## src/hw/rtl/i2csbe_pkg.sv

```systemverilog
// Shared types and constants for the I2C slave bit engine.
package i2csbe_pkg;

    localparam int TX_DEPTH = 256;
    localparam int TX_AW    = (TX_DEPTH > 1) ? $clog2(TX_DEPTH) : 1;

    localparam logic [1:0] KIND_SCL  = 2'd0;
    localparam logic [1:0] KIND_SDA  = 2'd1;
    localparam logic [1:0] KIND_LOAD = 2'd2;

    localparam logic [2:0] BUS_PHASE_IDLE  = 3'd0;
    localparam logic [2:0] BUS_PHASE_START = 3'd1;
    localparam logic [2:0] BUS_PHASE_DATA  = 3'd2;
    localparam logic [2:0] BUS_PHASE_ACK   = 3'd3;
    localparam logic [2:0] BUS_PHASE_NACK  = 3'd4;

    localparam int S_TDATA_W = 24;
    localparam int M_TDATA_W = 24;

    typedef struct packed {
        logic [7:0] load_byte;
        logic [7:0] load_index;
        logic       sda_level;
        logic       scl_level;
        logic [1:0] kind;
    } item_t;

    typedef struct packed {
        logic [2:0] bus_phase;
        logic [7:0] rx_position;
        logic [7:0] rx_byte;
        logic       rx_valid;
        logic       sda_value;
        logic       sda_drive;
    } result_t;

endpackage

```

## src/hw/rtl/i2csbe_ram.sv

```systemverilog
// Generic single-write, single-read RAM with registered read data.
module i2csbe_ram #(
    parameter int WIDTH = 8,
    parameter int DEPTH = 256
) (
    input  logic                                     aclk,
    input  logic                                     wr_en,
    input  logic [((DEPTH > 1) ? $clog2(DEPTH) : 1)-1:0] wr_addr,
    input  logic [WIDTH-1:0]                         wr_data,
    input  logic [((DEPTH > 1) ? $clog2(DEPTH) : 1)-1:0] rd_addr,
    output logic [WIDTH-1:0]                         rd_data
);

    logic [WIDTH-1:0] mem [DEPTH];
    logic [WIDTH-1:0] rd_data_reg;

    always_ff @(posedge aclk) begin
        if (wr_en) begin
            mem[wr_addr] <= wr_data;
        end
        rd_data_reg <= mem[rd_addr];
    end

    assign rd_data = rd_data_reg;

endmodule

```

## src/hw/rtl/i2csbe_tx_buffer.sv

```systemverilog
// Transmit byte store: RAM plus write bypass, presents the byte at the transmit pointer.
module i2csbe_tx_buffer (
    input  logic                     aclk,
    input  logic                     aresetn,
    input  logic                     accept,
    input  i2csbe_pkg::item_t        item,
    input  logic [i2csbe_pkg::TX_AW-1:0] rd_addr,
    output logic [7:0]               tx_byte
);
    import i2csbe_pkg::*;

    logic [TX_AW+7:0] load_wide;
    logic [TX_AW-1:0] load_addr;
    logic             load_en;
    logic [7:0]       ram_q;
    logic             byp_valid_reg;
    logic             byp_valid_next;
    logic [7:0]       byp_data_reg;

    assign load_wide = {{TX_AW{1'b0}}, item.load_index};
    assign load_addr = load_wide[TX_AW-1:0];
    assign load_en   = accept && (item.kind == KIND_LOAD)
                       && (32'(item.load_index) < 32'(TX_DEPTH));

    // rd_addr is re-read every cycle; a write to it this cycle is forwarded
    assign byp_valid_next = load_en && (load_addr == rd_addr);

    i2csbe_ram #(
        .WIDTH (8),
        .DEPTH (TX_DEPTH)
    ) u_ram (
        .aclk    (aclk),
        .wr_en   (load_en),
        .wr_addr (load_addr),
        .wr_data (item.load_byte),
        .rd_addr (rd_addr),
        .rd_data (ram_q)
    );

    always_ff @(posedge aclk) begin
        if (!aresetn) begin
            byp_valid_reg <= 1'b0;
        end else begin
            byp_valid_reg <= byp_valid_next;
        end
        byp_data_reg <= item.load_byte;
    end

    assign tx_byte = byp_valid_reg ? byp_data_reg : ram_q;

endmodule

```

## src/hw/rtl/i2csbe_core.sv

```systemverilog
// Bus state machine: START/STOP detection, bit and byte counting, ACK and SDA drive.
module i2csbe_core (
    input  logic                         aclk,
    input  logic                         aresetn,
    input  logic                         cfg_wr_en,
    input  logic [6:0]                   cfg_wr_data,
    input  logic                         accept,
    input  i2csbe_pkg::item_t            item,
    input  logic [7:0]                   tx_byte,
    output logic [i2csbe_pkg::TX_AW-1:0] tx_ptr_next,
    output i2csbe_pkg::result_t          result
);
    import i2csbe_pkg::*;

    typedef enum logic [2:0] {
        PH_IDLE  = BUS_PHASE_IDLE,
        PH_START = BUS_PHASE_START,
        PH_DATA  = BUS_PHASE_DATA,
        PH_ACK   = BUS_PHASE_ACK,
        PH_NACK  = BUS_PHASE_NACK
    } phase_t;

    phase_t           phase_reg, phase_next;
    logic [3:0]       fall_count_reg, fall_count_next;
    logic             read_mode_reg, read_mode_next;
    logic             matched_reg, matched_next;
    logic [7:0]       shift_reg, shift_next;
    logic [7:0]       rx_count_reg, rx_count_next;
    logic [TX_AW-1:0] tx_ptr_reg, tx_ptr_calc;
    logic             drv_on_reg, drv_on_next;
    logic             drv_val_reg, drv_val_next;
    logic [6:0]       slave_address_reg;
    logic [3:0]       fc_inc;
    logic             rx_valid;
    logic [7:0]       rx_byte;
    logic [7:0]       rx_position;

    assign fc_inc = fall_count_reg + 4'd1;

    always_comb begin
        phase_next      = phase_reg;
        fall_count_next = fall_count_reg;
        read_mode_next  = read_mode_reg;
        matched_next    = matched_reg;
        shift_next      = shift_reg;
        rx_count_next   = rx_count_reg;
        tx_ptr_calc     = tx_ptr_reg;
        drv_on_next     = drv_on_reg;
        drv_val_next    = drv_val_reg;
        rx_valid        = 1'b0;
        rx_byte         = 8'd0;
        rx_position     = 8'd0;
        unique case (item.kind)
            KIND_SCL: begin
                if (item.scl_level) begin
                    if (phase_reg == PH_DATA) begin
                        if (!read_mode_reg && (fall_count_reg < 4'd8) && item.sda_level) begin
                            shift_next[~fall_count_reg[2:0]] = 1'b1;
                        end
                    end else if (phase_reg == PH_ACK) begin
                        if (read_mode_reg && item.sda_level) begin
                            phase_next = PH_NACK;
                        end
                    end
                end else begin
                    unique case (phase_reg)
                        PH_START: begin
                            fall_count_next = 4'd0;
                            rx_count_next   = 8'd0;
                            tx_ptr_calc     = '0;
                            matched_next    = 1'b0;
                            shift_next      = 8'd0;
                            read_mode_next  = 1'b0;
                            phase_next      = PH_DATA;
                        end
                        PH_DATA: begin
                            fall_count_next = fc_inc;
                            if (fc_inc < 4'd8) begin
                                if (read_mode_reg) begin
                                    drv_val_next = tx_byte[~fc_inc[2:0]];
                                end
                            end else begin
                                if (!read_mode_reg) begin
                                    if ((rx_count_reg == 8'd0)
                                        && (shift_reg[7:1] == slave_address_reg)) begin
                                        matched_next   = 1'b1;
                                        read_mode_next = shift_reg[0];
                                    end
                                    if (matched_next) begin
                                        drv_on_next  = 1'b1;
                                        drv_val_next = 1'b0;
                                        rx_valid     = 1'b1;
                                        rx_byte      = shift_reg;
                                        rx_position  = rx_count_reg;
                                    end
                                end else begin
                                    drv_on_next = 1'b0;
                                    tx_ptr_calc = (tx_ptr_reg == TX_AW'(TX_DEPTH - 1))
                                                  ? '0 : tx_ptr_reg + TX_AW'(1);
                                end
                                phase_next = PH_ACK;
                            end
                        end
                        PH_ACK: begin
                            fall_count_next = 4'd0;
                            if (!read_mode_reg) begin
                                drv_on_next   = 1'b0;
                                rx_count_next = rx_count_reg + 8'd1;
                                shift_next    = 8'd0;
                            end else begin
                                drv_on_next  = 1'b1;
                                drv_val_next = tx_byte[7];
                            end
                            phase_next = PH_DATA;
                        end
                        PH_NACK: begin
                            fall_count_next = 4'd0;
                            drv_on_next     = 1'b0;
                        end
                        default: begin
                        end
                    endcase
                end
            end
            KIND_SDA: begin
                if (item.scl_level) begin
                    phase_next = item.sda_level ? PH_IDLE : PH_START;
                end
            end
            default: begin
            end
        endcase
    end

    always_ff @(posedge aclk) begin
        if (!aresetn) begin
            phase_reg         <= PH_IDLE;
            fall_count_reg    <= 4'd0;
            read_mode_reg     <= 1'b0;
            matched_reg       <= 1'b0;
            shift_reg         <= 8'd0;
            rx_count_reg      <= 8'd0;
            tx_ptr_reg        <= '0;
            drv_on_reg        <= 1'b0;
            drv_val_reg       <= 1'b1;
            slave_address_reg <= 7'd0;
        end else begin
            if (cfg_wr_en) begin
                slave_address_reg <= cfg_wr_data;
            end
            if (accept) begin
                phase_reg      <= phase_next;
                fall_count_reg <= fall_count_next;
                read_mode_reg  <= read_mode_next;
                matched_reg    <= matched_next;
                shift_reg      <= shift_next;
                rx_count_reg   <= rx_count_next;
                tx_ptr_reg     <= tx_ptr_calc;
                drv_on_reg     <= drv_on_next;
                drv_val_reg    <= drv_val_next;
            end
        end
    end

    assign tx_ptr_next = accept ? tx_ptr_calc : tx_ptr_reg;

    assign result.sda_drive   = drv_on_next;
    assign result.sda_value   = drv_val_next;
    assign result.rx_valid    = rx_valid;
    assign result.rx_byte     = rx_byte;
    assign result.rx_position = rx_position;
    assign result.bus_phase   = phase_next;

endmodule

```

## src/hw/rtl/i2c_slave_bit_engine_unit.sv

```systemverilog
// Top level of the I2C slave bit engine: core, transmit store and output register.
//
//   channel  dir  handshake            payload
//   s_       in   s_tvalid/s_tready    s_tuser kind, s_tdata pin levels and load fields
//   m_       out  m_tvalid/m_tready    m_tdata drive, rx byte and bus phase
//   cfg_     in   cfg_wr_en            cfg_wr_data slave address
//
// One item per cycle while s_tready is high; one result per item, valid the next cycle.
// The transmit byte at the pointer is read from RAM ahead of use, addressed by the
// next pointer, with a bypass for a load to that same entry.
// s_tready is high while the output register is empty or being drained.
// Reset is synchronous; no clearing pass, transmit RAM contents are kept.
module i2c_slave_bit_engine_unit (
    input  logic        aclk,
    input  logic        aresetn,
    input  logic        cfg_wr_en,
    input  logic [6:0]  cfg_wr_data,
    input  logic        s_tvalid,
    output logic        s_tready,
    input  logic [1:0]  s_tuser,   // kind
    input  logic [23:0] s_tdata,   // scl_level, sda_level, load_index[7:0], load_byte[7:0], pad
    output logic        m_tvalid,
    input  logic        m_tready,
    output logic [23:0] m_tdata    // sda_drive, sda_value, rx_valid, rx_byte[7:0],
                                   // rx_position[7:0], bus_phase[2:0], pad
);
    import i2csbe_pkg::*;

    item_t            item;
    result_t          result;
    logic             accept;
    logic [7:0]       tx_byte;
    logic [TX_AW-1:0] tx_ptr_next;
    logic             m_tvalid_reg;
    logic [23:0]      m_tdata_reg;

    assign item.kind       = s_tuser;
    assign item.scl_level  = s_tdata[0];
    assign item.sda_level  = s_tdata[1];
    assign item.load_index = s_tdata[9:2];
    assign item.load_byte  = s_tdata[17:10];

    assign s_tready = !m_tvalid_reg || m_tready;
    assign accept   = s_tvalid && s_tready;

    i2csbe_core u_core (
        .aclk        (aclk),
        .aresetn     (aresetn),
        .cfg_wr_en   (cfg_wr_en),
        .cfg_wr_data (cfg_wr_data),
        .accept      (accept),
        .item        (item),
        .tx_byte     (tx_byte),
        .tx_ptr_next (tx_ptr_next),
        .result      (result)
    );

    i2csbe_tx_buffer u_tx_buffer (
        .aclk    (aclk),
        .aresetn (aresetn),
        .accept  (accept),
        .item    (item),
        .rd_addr (tx_ptr_next),
        .tx_byte (tx_byte)
    );

    always_ff @(posedge aclk) begin
        if (!aresetn) begin
            m_tvalid_reg <= 1'b0;
        end else if (accept) begin
            m_tvalid_reg <= 1'b1;
        end else if (m_tready) begin
            m_tvalid_reg <= 1'b0;
        end
        if (accept) begin
            m_tdata_reg <= {2'b00, result};
        end
    end

    assign m_tvalid = m_tvalid_reg;
    assign m_tdata  = m_tdata_reg;

endmodule

```

## config.mk

```make
export PLATFORM = sky130hd
export DESIGN_NAME = i2c_slave_bit_engine_unit
export DESIGN_NICKNAME = d
export VERILOG_FILES = /design/src/hw/rtl/i2csbe_pkg.sv /design/src/hw/rtl/i2csbe_ram.sv /design/src/hw/rtl/i2csbe_tx_buffer.sv /design/src/hw/rtl/i2csbe_core.sv /design/src/hw/rtl/i2c_slave_bit_engine_unit.sv
export SDC_FILE = /design/constraint.sdc
export NUM_CORES = 2
export LEC_CHECK = 0
export BUFFER_PORTS_ARGS = -buffer_cell sky130_fd_sc_hd__buf_4
export CAP_MARGIN = 20
export CORE_MARGIN = 2
export CORE_UTILIZATION = 45
export CTS_BUF_LIST = sky130_fd_sc_hd__clkbuf_2 sky130_fd_sc_hd__clkbuf_4 sky130_fd_sc_hd__clkbuf_8
export DETAILED_ROUTE_END_ITERATION = 6
export PLACE_DENSITY = 0.65
export SYNTH_ARGS = -nofsm -noshare
export SYNTH_HDL_FRONTEND = slang
export SYNTH_SLANG_ARGS = --single-unit
```

## constraint.sdc

```tcl
create_clock -name aclk -period 8.2 [get_ports aclk]
set_input_delay 1.64 -clock aclk [delete_from_list [all_inputs] [get_ports aclk]]
set_output_delay 1.64 -clock aclk [all_outputs]
set_load 0.01 [all_outputs]
```

# Yosys cells after proc, flatten, opt, wreduce, memory -nomap -nowiden
# Memory sizes are Yosys's and may differ from the RTL's. A register that Yosys moved wholly into a read port is not among the register bits.
# Cells that the tools add are included.
# word_totals
regBits	74
mem_bits_rw	2048
in_bits	38
output_inout_bits	26
wordCells	136
mem_count	1
# memory_table
name	depth	word_bits	rd	rd_clocked_by_memory_dff	write_ports	line	text
u_tx_buffer.u_ram.mem	256	8	1	1	1	i2csbe_ram.sv:14	logic [WIDTH-1:0] mem [DEPTH];
# classes
addsub	3
magnitude_cmp	5
n_eq_ne	15
muxes	62
bitwise_logic	7
n_reduce_logical	27
# op_table
operator	n
8-bit 2-to-1 mux	12
8-bit one-hot mux with 2 select lines	3
1-bit 2-to-1 mux	32
3-bit 2-to-1 mux	6
8-bit by 1-bit adder with 8-bit output (second input constant)	2
3-bit one-hot mux with 2 select lines	2
6-bit AND reduction	2
5-bit AND reduction	2
8-bit equality test	1
8-bit equality test (second input constant)	1
1-bit logical AND	8
8-bit zero test	1
3-bit by 4-bit < comparator with 1-bit output (second input constant)	2
4-bit < comparator (second input constant)	2
8-bit bitwise OR	1
4-bit one-hot mux with 2 select lines	1
2-bit nonzero test	4
7-bit equality test	1
3-bit by 2-bit equality test with 1-bit output (second input constant)	2
2-bit inequality test (second input constant)	3
3-bit NOT	2
1-bit one-hot mux with 2 select lines	3
6-bit OR reduction	1
5-bit OR reduction	1
other kinds (19)	24

# Logic depth before layout (Yosys ltp)
# depth
depth_word	14
depth_mapped	19
ltp_nobuf	12

# Modules after synthesis
# Synthesis repeated with hierarchy kept, for this count alone.
# unflattened
cells_unflattened	4111
area_unflattened_um2	83199.8
# by_module_without_submodules
mod	instances	cells_each	area_each_um2	seq_area_each_um2
i2csbe_ram	1	3733	79556.3	61659.1
i2csbe_core	1	317	2519.9	840.8
i2c_slave_bit_engine_unit	1	30	737.0	680.7
i2csbe_tx_buffer	1	31	386.6	180.2

# Worst setup path before layout
# OpenSTA, ideal clock, no wires.
# synth_timing
path_type	in2reg
start	in m_tready
end	reg u_tx_buffer.u_ram.rd_data_reg[2] (netlist: u_tx_buffer.u_ram.rd_data[2]), read port of u_tx_buffer.u_ram.mem
setup_time_ns	0.128
arrival_time_ns	4.317
required_time_ns	8.072
setup_slack_ns	3.756
path_stages	13
n_path_buf	4
path_cell_list	nand2b_1 > clkbuf_1 > nand3_2 > nor3_1 > mux2i_1 > clkbuf_1 > buf_2 > clkbuf_1 > nand2_1 > o22ai_1 > nor4_1 > a31oi_1 > o211ai_1
# synth_via
elab_chain_cells	3
# synth_rtl
element	line	text
start: declaration	i2c_slave_bit_engine_unit.sv:23	input logic m_tready,
1-bit logical OR	i2c_slave_bit_engine_unit.sv:43	assign s_tready = !m_tvalid_reg || m_tready;
net s_tready	i2c_slave_bit_engine_unit.sv:19	output logic s_tready,
1-bit logical AND	i2c_slave_bit_engine_unit.sv:44	assign accept = s_tvalid && s_tready;
8-bit 2-to-1 mux	i2csbe_core.sv:165	assign tx_ptr_next = accept ? tx_ptr_calc : tx_ptr_reg;
end: declaration	i2csbe_ram.sv:15	logic [WIDTH-1:0] rd_data_reg;
# The timed path passes the listed nets, and every way through them passes these cells.
# A chain may end at the register's enable or synchronous reset.

# Final worst setup path
# layout_timing
start	in s_tdata[0]
end	reg u_tx_buffer.u_ram.rd_data_reg[0] (netlist: u_tx_buffer.u_ram.rd_data[0]), read port of u_tx_buffer.u_ram.mem
# layout_via
elab_chain_cells	3
# layout_rtl
element	line	text
start: declaration	i2c_slave_bit_engine_unit.sv:21	input logic [23:0] s_tdata,
8-bit 2-to-1 mux	i2csbe_core.sv:55	if (item.scl_level) begin
8-bit 2-to-1 mux	i2csbe_core.sv:53	unique case (item.kind)
8-bit 2-to-1 mux	i2csbe_core.sv:165	
# No other way between the ends.

==> impl_metrics.yaml <==
critical_path:
  worst_ep_required_time_ns: 9.18
  r2r-end: "u_tx_buffer.u_ram.rd_data[6]"
  arrival_ns: 6.61
  startpoint: "s_tdata[0]"
  start_kind: "input pin"
  reg2reg_depth: 11
  reg2reg_from: "u_core.phase_reg[1]"
  cp-endpoint: "u_tx_buffer.u_ram.rd_data[0]"
  regToRegSetupSlack_ns: 2.69
  cp_max_fo: 109
  end_kind: "flip-flop"
  criticalPathCategory: "input pin to flip-flop"
detailed_routing:
  vias: 56368
  wl_per_cell_um: 26.31
  viasPerCell: 5.940
  drc: 0
  drt_pre_antenna_iters: 6
  ant_nets: 0
  wirelength_mm: 249.7
  drt_iter0_markers: 8273
timing:
  finalMaxSlewViolations: 0
  slew_headroom_pct: 23.11
  period_share_pct: 68.60
  hold_viol_final: 0
  rsz0062_at_grt: "false"
  fin_skew_ns: 0.05639
  period_minus_slack_ns: 5.625
  fin_tns_setup_ns: 0
  tightest_slew_ns: 1.153
  setup_viol: 0
  fmax_mhz: 177.8
global_routing:
  grt_pass1_wl_mm: 360.1
  grt_pass1_vias: 53217
  grt_use_total_pct: 25.37
  grt_max_degree: 191
  overflow: 0
  antenna_found_initial: 19
cts:
  cts_hold_buf: 0
  path_clk_slew_ns: 0.06
  post_cts_buffers: 0
  clock-sinks: 2130
  cts_inserted_buffers: 361
  ctsResizeCount: 0
  cts_root_buf: "clkbuf_8"
  cts_tree: "done"
  clk_path_buf_depth: 4
  clock_latency_ns: 1.06
  htree_num_levels: 5
cells_and_area:
  final_util_pct: 50.62
  drive_above_1_share_pct: 11.17
  final_area_um2: 95270
  finalNetCount: 6783
  syn2layout_area_growth_pct: 11.64
  largest_reg_flops: 2048
die:
  die_w_um: 439.5
  ios: 64
  rows: 159
  die_area_um2: 193100
  dieHeight_um: 439.5
  start_util_pct: 45.34
  core-area_um2: 188200
worst_hold_path:
  hp-class: "flip-flop to flip-flop"
  min_from: "u_core.shift_reg[0]"
synthesis:
  synth_top_area_share_pct: 72.84
  synth_edf_count: 2070
  synth_cell_type_count: 70
  yosys.area.top_type: "edfxtp_1"
  ys_async_sr_fraction_pct: 0
  synth_area_um2: 85340
  yosysWarnings: 0
  yosysSeqAreaShare_pct: 74.25
  synth_seq_cells: 2130
  synthCells: 6599
  synth_area_leaders: "edfxtp_1 73%, nand2_1 8.4%, nand3_1 3.0%, and3_1 1.7%, nor2_1 1.4%"
  synth_area_per_cell_um2: 12.93
  synth-main-ff-cell: "edfxtp_1"
placement:
  postPlaceCellArea_um2: 88650
  gp_congestion: 0.9357
  portBuffers: 55
  place_hpwl_mm: 146.4
pwr:
  p_leak_nw: 31.84
  ir_drop_mv: 0.1900
  power_density_nw_per_um2: 222.3
status:
  status: "completed"
run:
  max_cap_viol_count: 0
-- layout make-up --
cell class,count,area (um^2)
Inverter,11,41.29
Fill cell,16016,92920
Multi-Input combinational cell,4021,20050
Clock buffer,485,5968
Tap cell,2495,3122
Antenna cell,13,32.53
Clock inverter,119,585.6
Timing Repair Buffer,216,2110
Sequential cell,2130,63360
-- synth_stat cells, drive strengths merged (40+ instances only) --
library cell / n
edfxtp: 2070
nand2: 1910
nand3: 512
nor2: 323
buf: 266
and3: 229
a31oi: 191
clkbuf: 172
a21oi: 129
a311oi: 109
mux2i: 78
dfxtp: 60
a32oi: 54
nor3: 50
o21ai: 47
a211oi: 45
nand4: 43
o22ai: 40
-- cell usage in the layout, fill, tap and decap left out, types with 54 or more instances in the layout --
master	n
clkbuf_8	376
clkinv_1	90
a31oi_1	191
a32oi_1	54
nand2_1	1909
nand3_1	505
nor2_1	313
edfxtp_1	2070
a311oi_1	109
clkbuf_4	113
mux2i_1	77
dfxtp_1	60
a21oi_1	127
buf_4	174
and3_1	229
-- routing by layer --
layer	routed length [um]	vias up	GRT usage, %
met2	112200	3488	38.31
met3	29430	545	6.519
met1	96920	27710	34.62
met4	11070	6	11.49
met5	42	-	0
li1	-	24619	-
-- kinds of logic after synthesis --
group | after synthesis | share of synthesized area, %
compound gates | 708 | 5.731
xor+xnor | 26 | 0.2756
fa+ha+maj | 4 | 0.05865
buf+inv | 449 | 2.438
flops | 2130 | 74.25
mux | 97 | 1.205
other cells | 1 | 0.004394
simple gates | 3184 | 16.04
-- report_power, final --
group / internal (mW) / switching [mW] / total (mW)
registers: 12.0 / 0.00779 / 12.0
clock network: 4.77 / 4.14 / 8.91
logic: 0.0461 / 0.264 / 0.310
total: 16.8 / 4.41 / 21.2
-- critical path, stage by stage --
cell and delay [ns]:
buf_4 0.14, nor3_4 0.39, nand3_2 0.33, o311ai_4 0.56
and2_4 0.85, buf_12 0.52, nand2_1 0.09, and3_1 0.21
a311oi_1 0.31, nor3_1 0.08, nor4_1 0.98, nand3_1 0.27
nand4_1 0.15
-- per-stage QoR --
| stage | instances | setup slack, ns | hold WS, ns | total power [mW] |
|---|---|---|---|---|
| 6_report | 9490 | 2.575 | 0.4870 | 21.18 |
| 5_1_grt | 9483 | 2.489 | 0.5355 | 21.72 |
| 4_1_cts | 9475 | 2.653 | 0.4948 | 21.25 |
| 3_5_place_dp | 8871 | 1.542 | 0.4817 | 12.49 |
| 3_3_place_gp | 8870 | 1.588 | 0.4550 | 12.48 |
| 2_1_floorplan | 6600 | 3.756 | 0.4342 | 12.24 |
-- worst min-delay path by stage --
| stage | endpoint | slack (ns) | cells past startpoint |
|---|---|---|---|
| CTS | u_core.shift_reg[0] | 0.49 | 2 |
| floorplan | u_core.drv_val_reg | 0.43 | 2 |
| global placement | u_core.drv_val_reg | 0.45 | 2 |
| finish | u_core.shift_reg[0] | 0.49 | 2 |
| detailed placement | u_core.shift_reg[0] | 0.48 | 2 |
| global route | u_core.drv_on_reg | 0.54 | 2 |
Note: power is estimated with default switching activity, not from simulation.
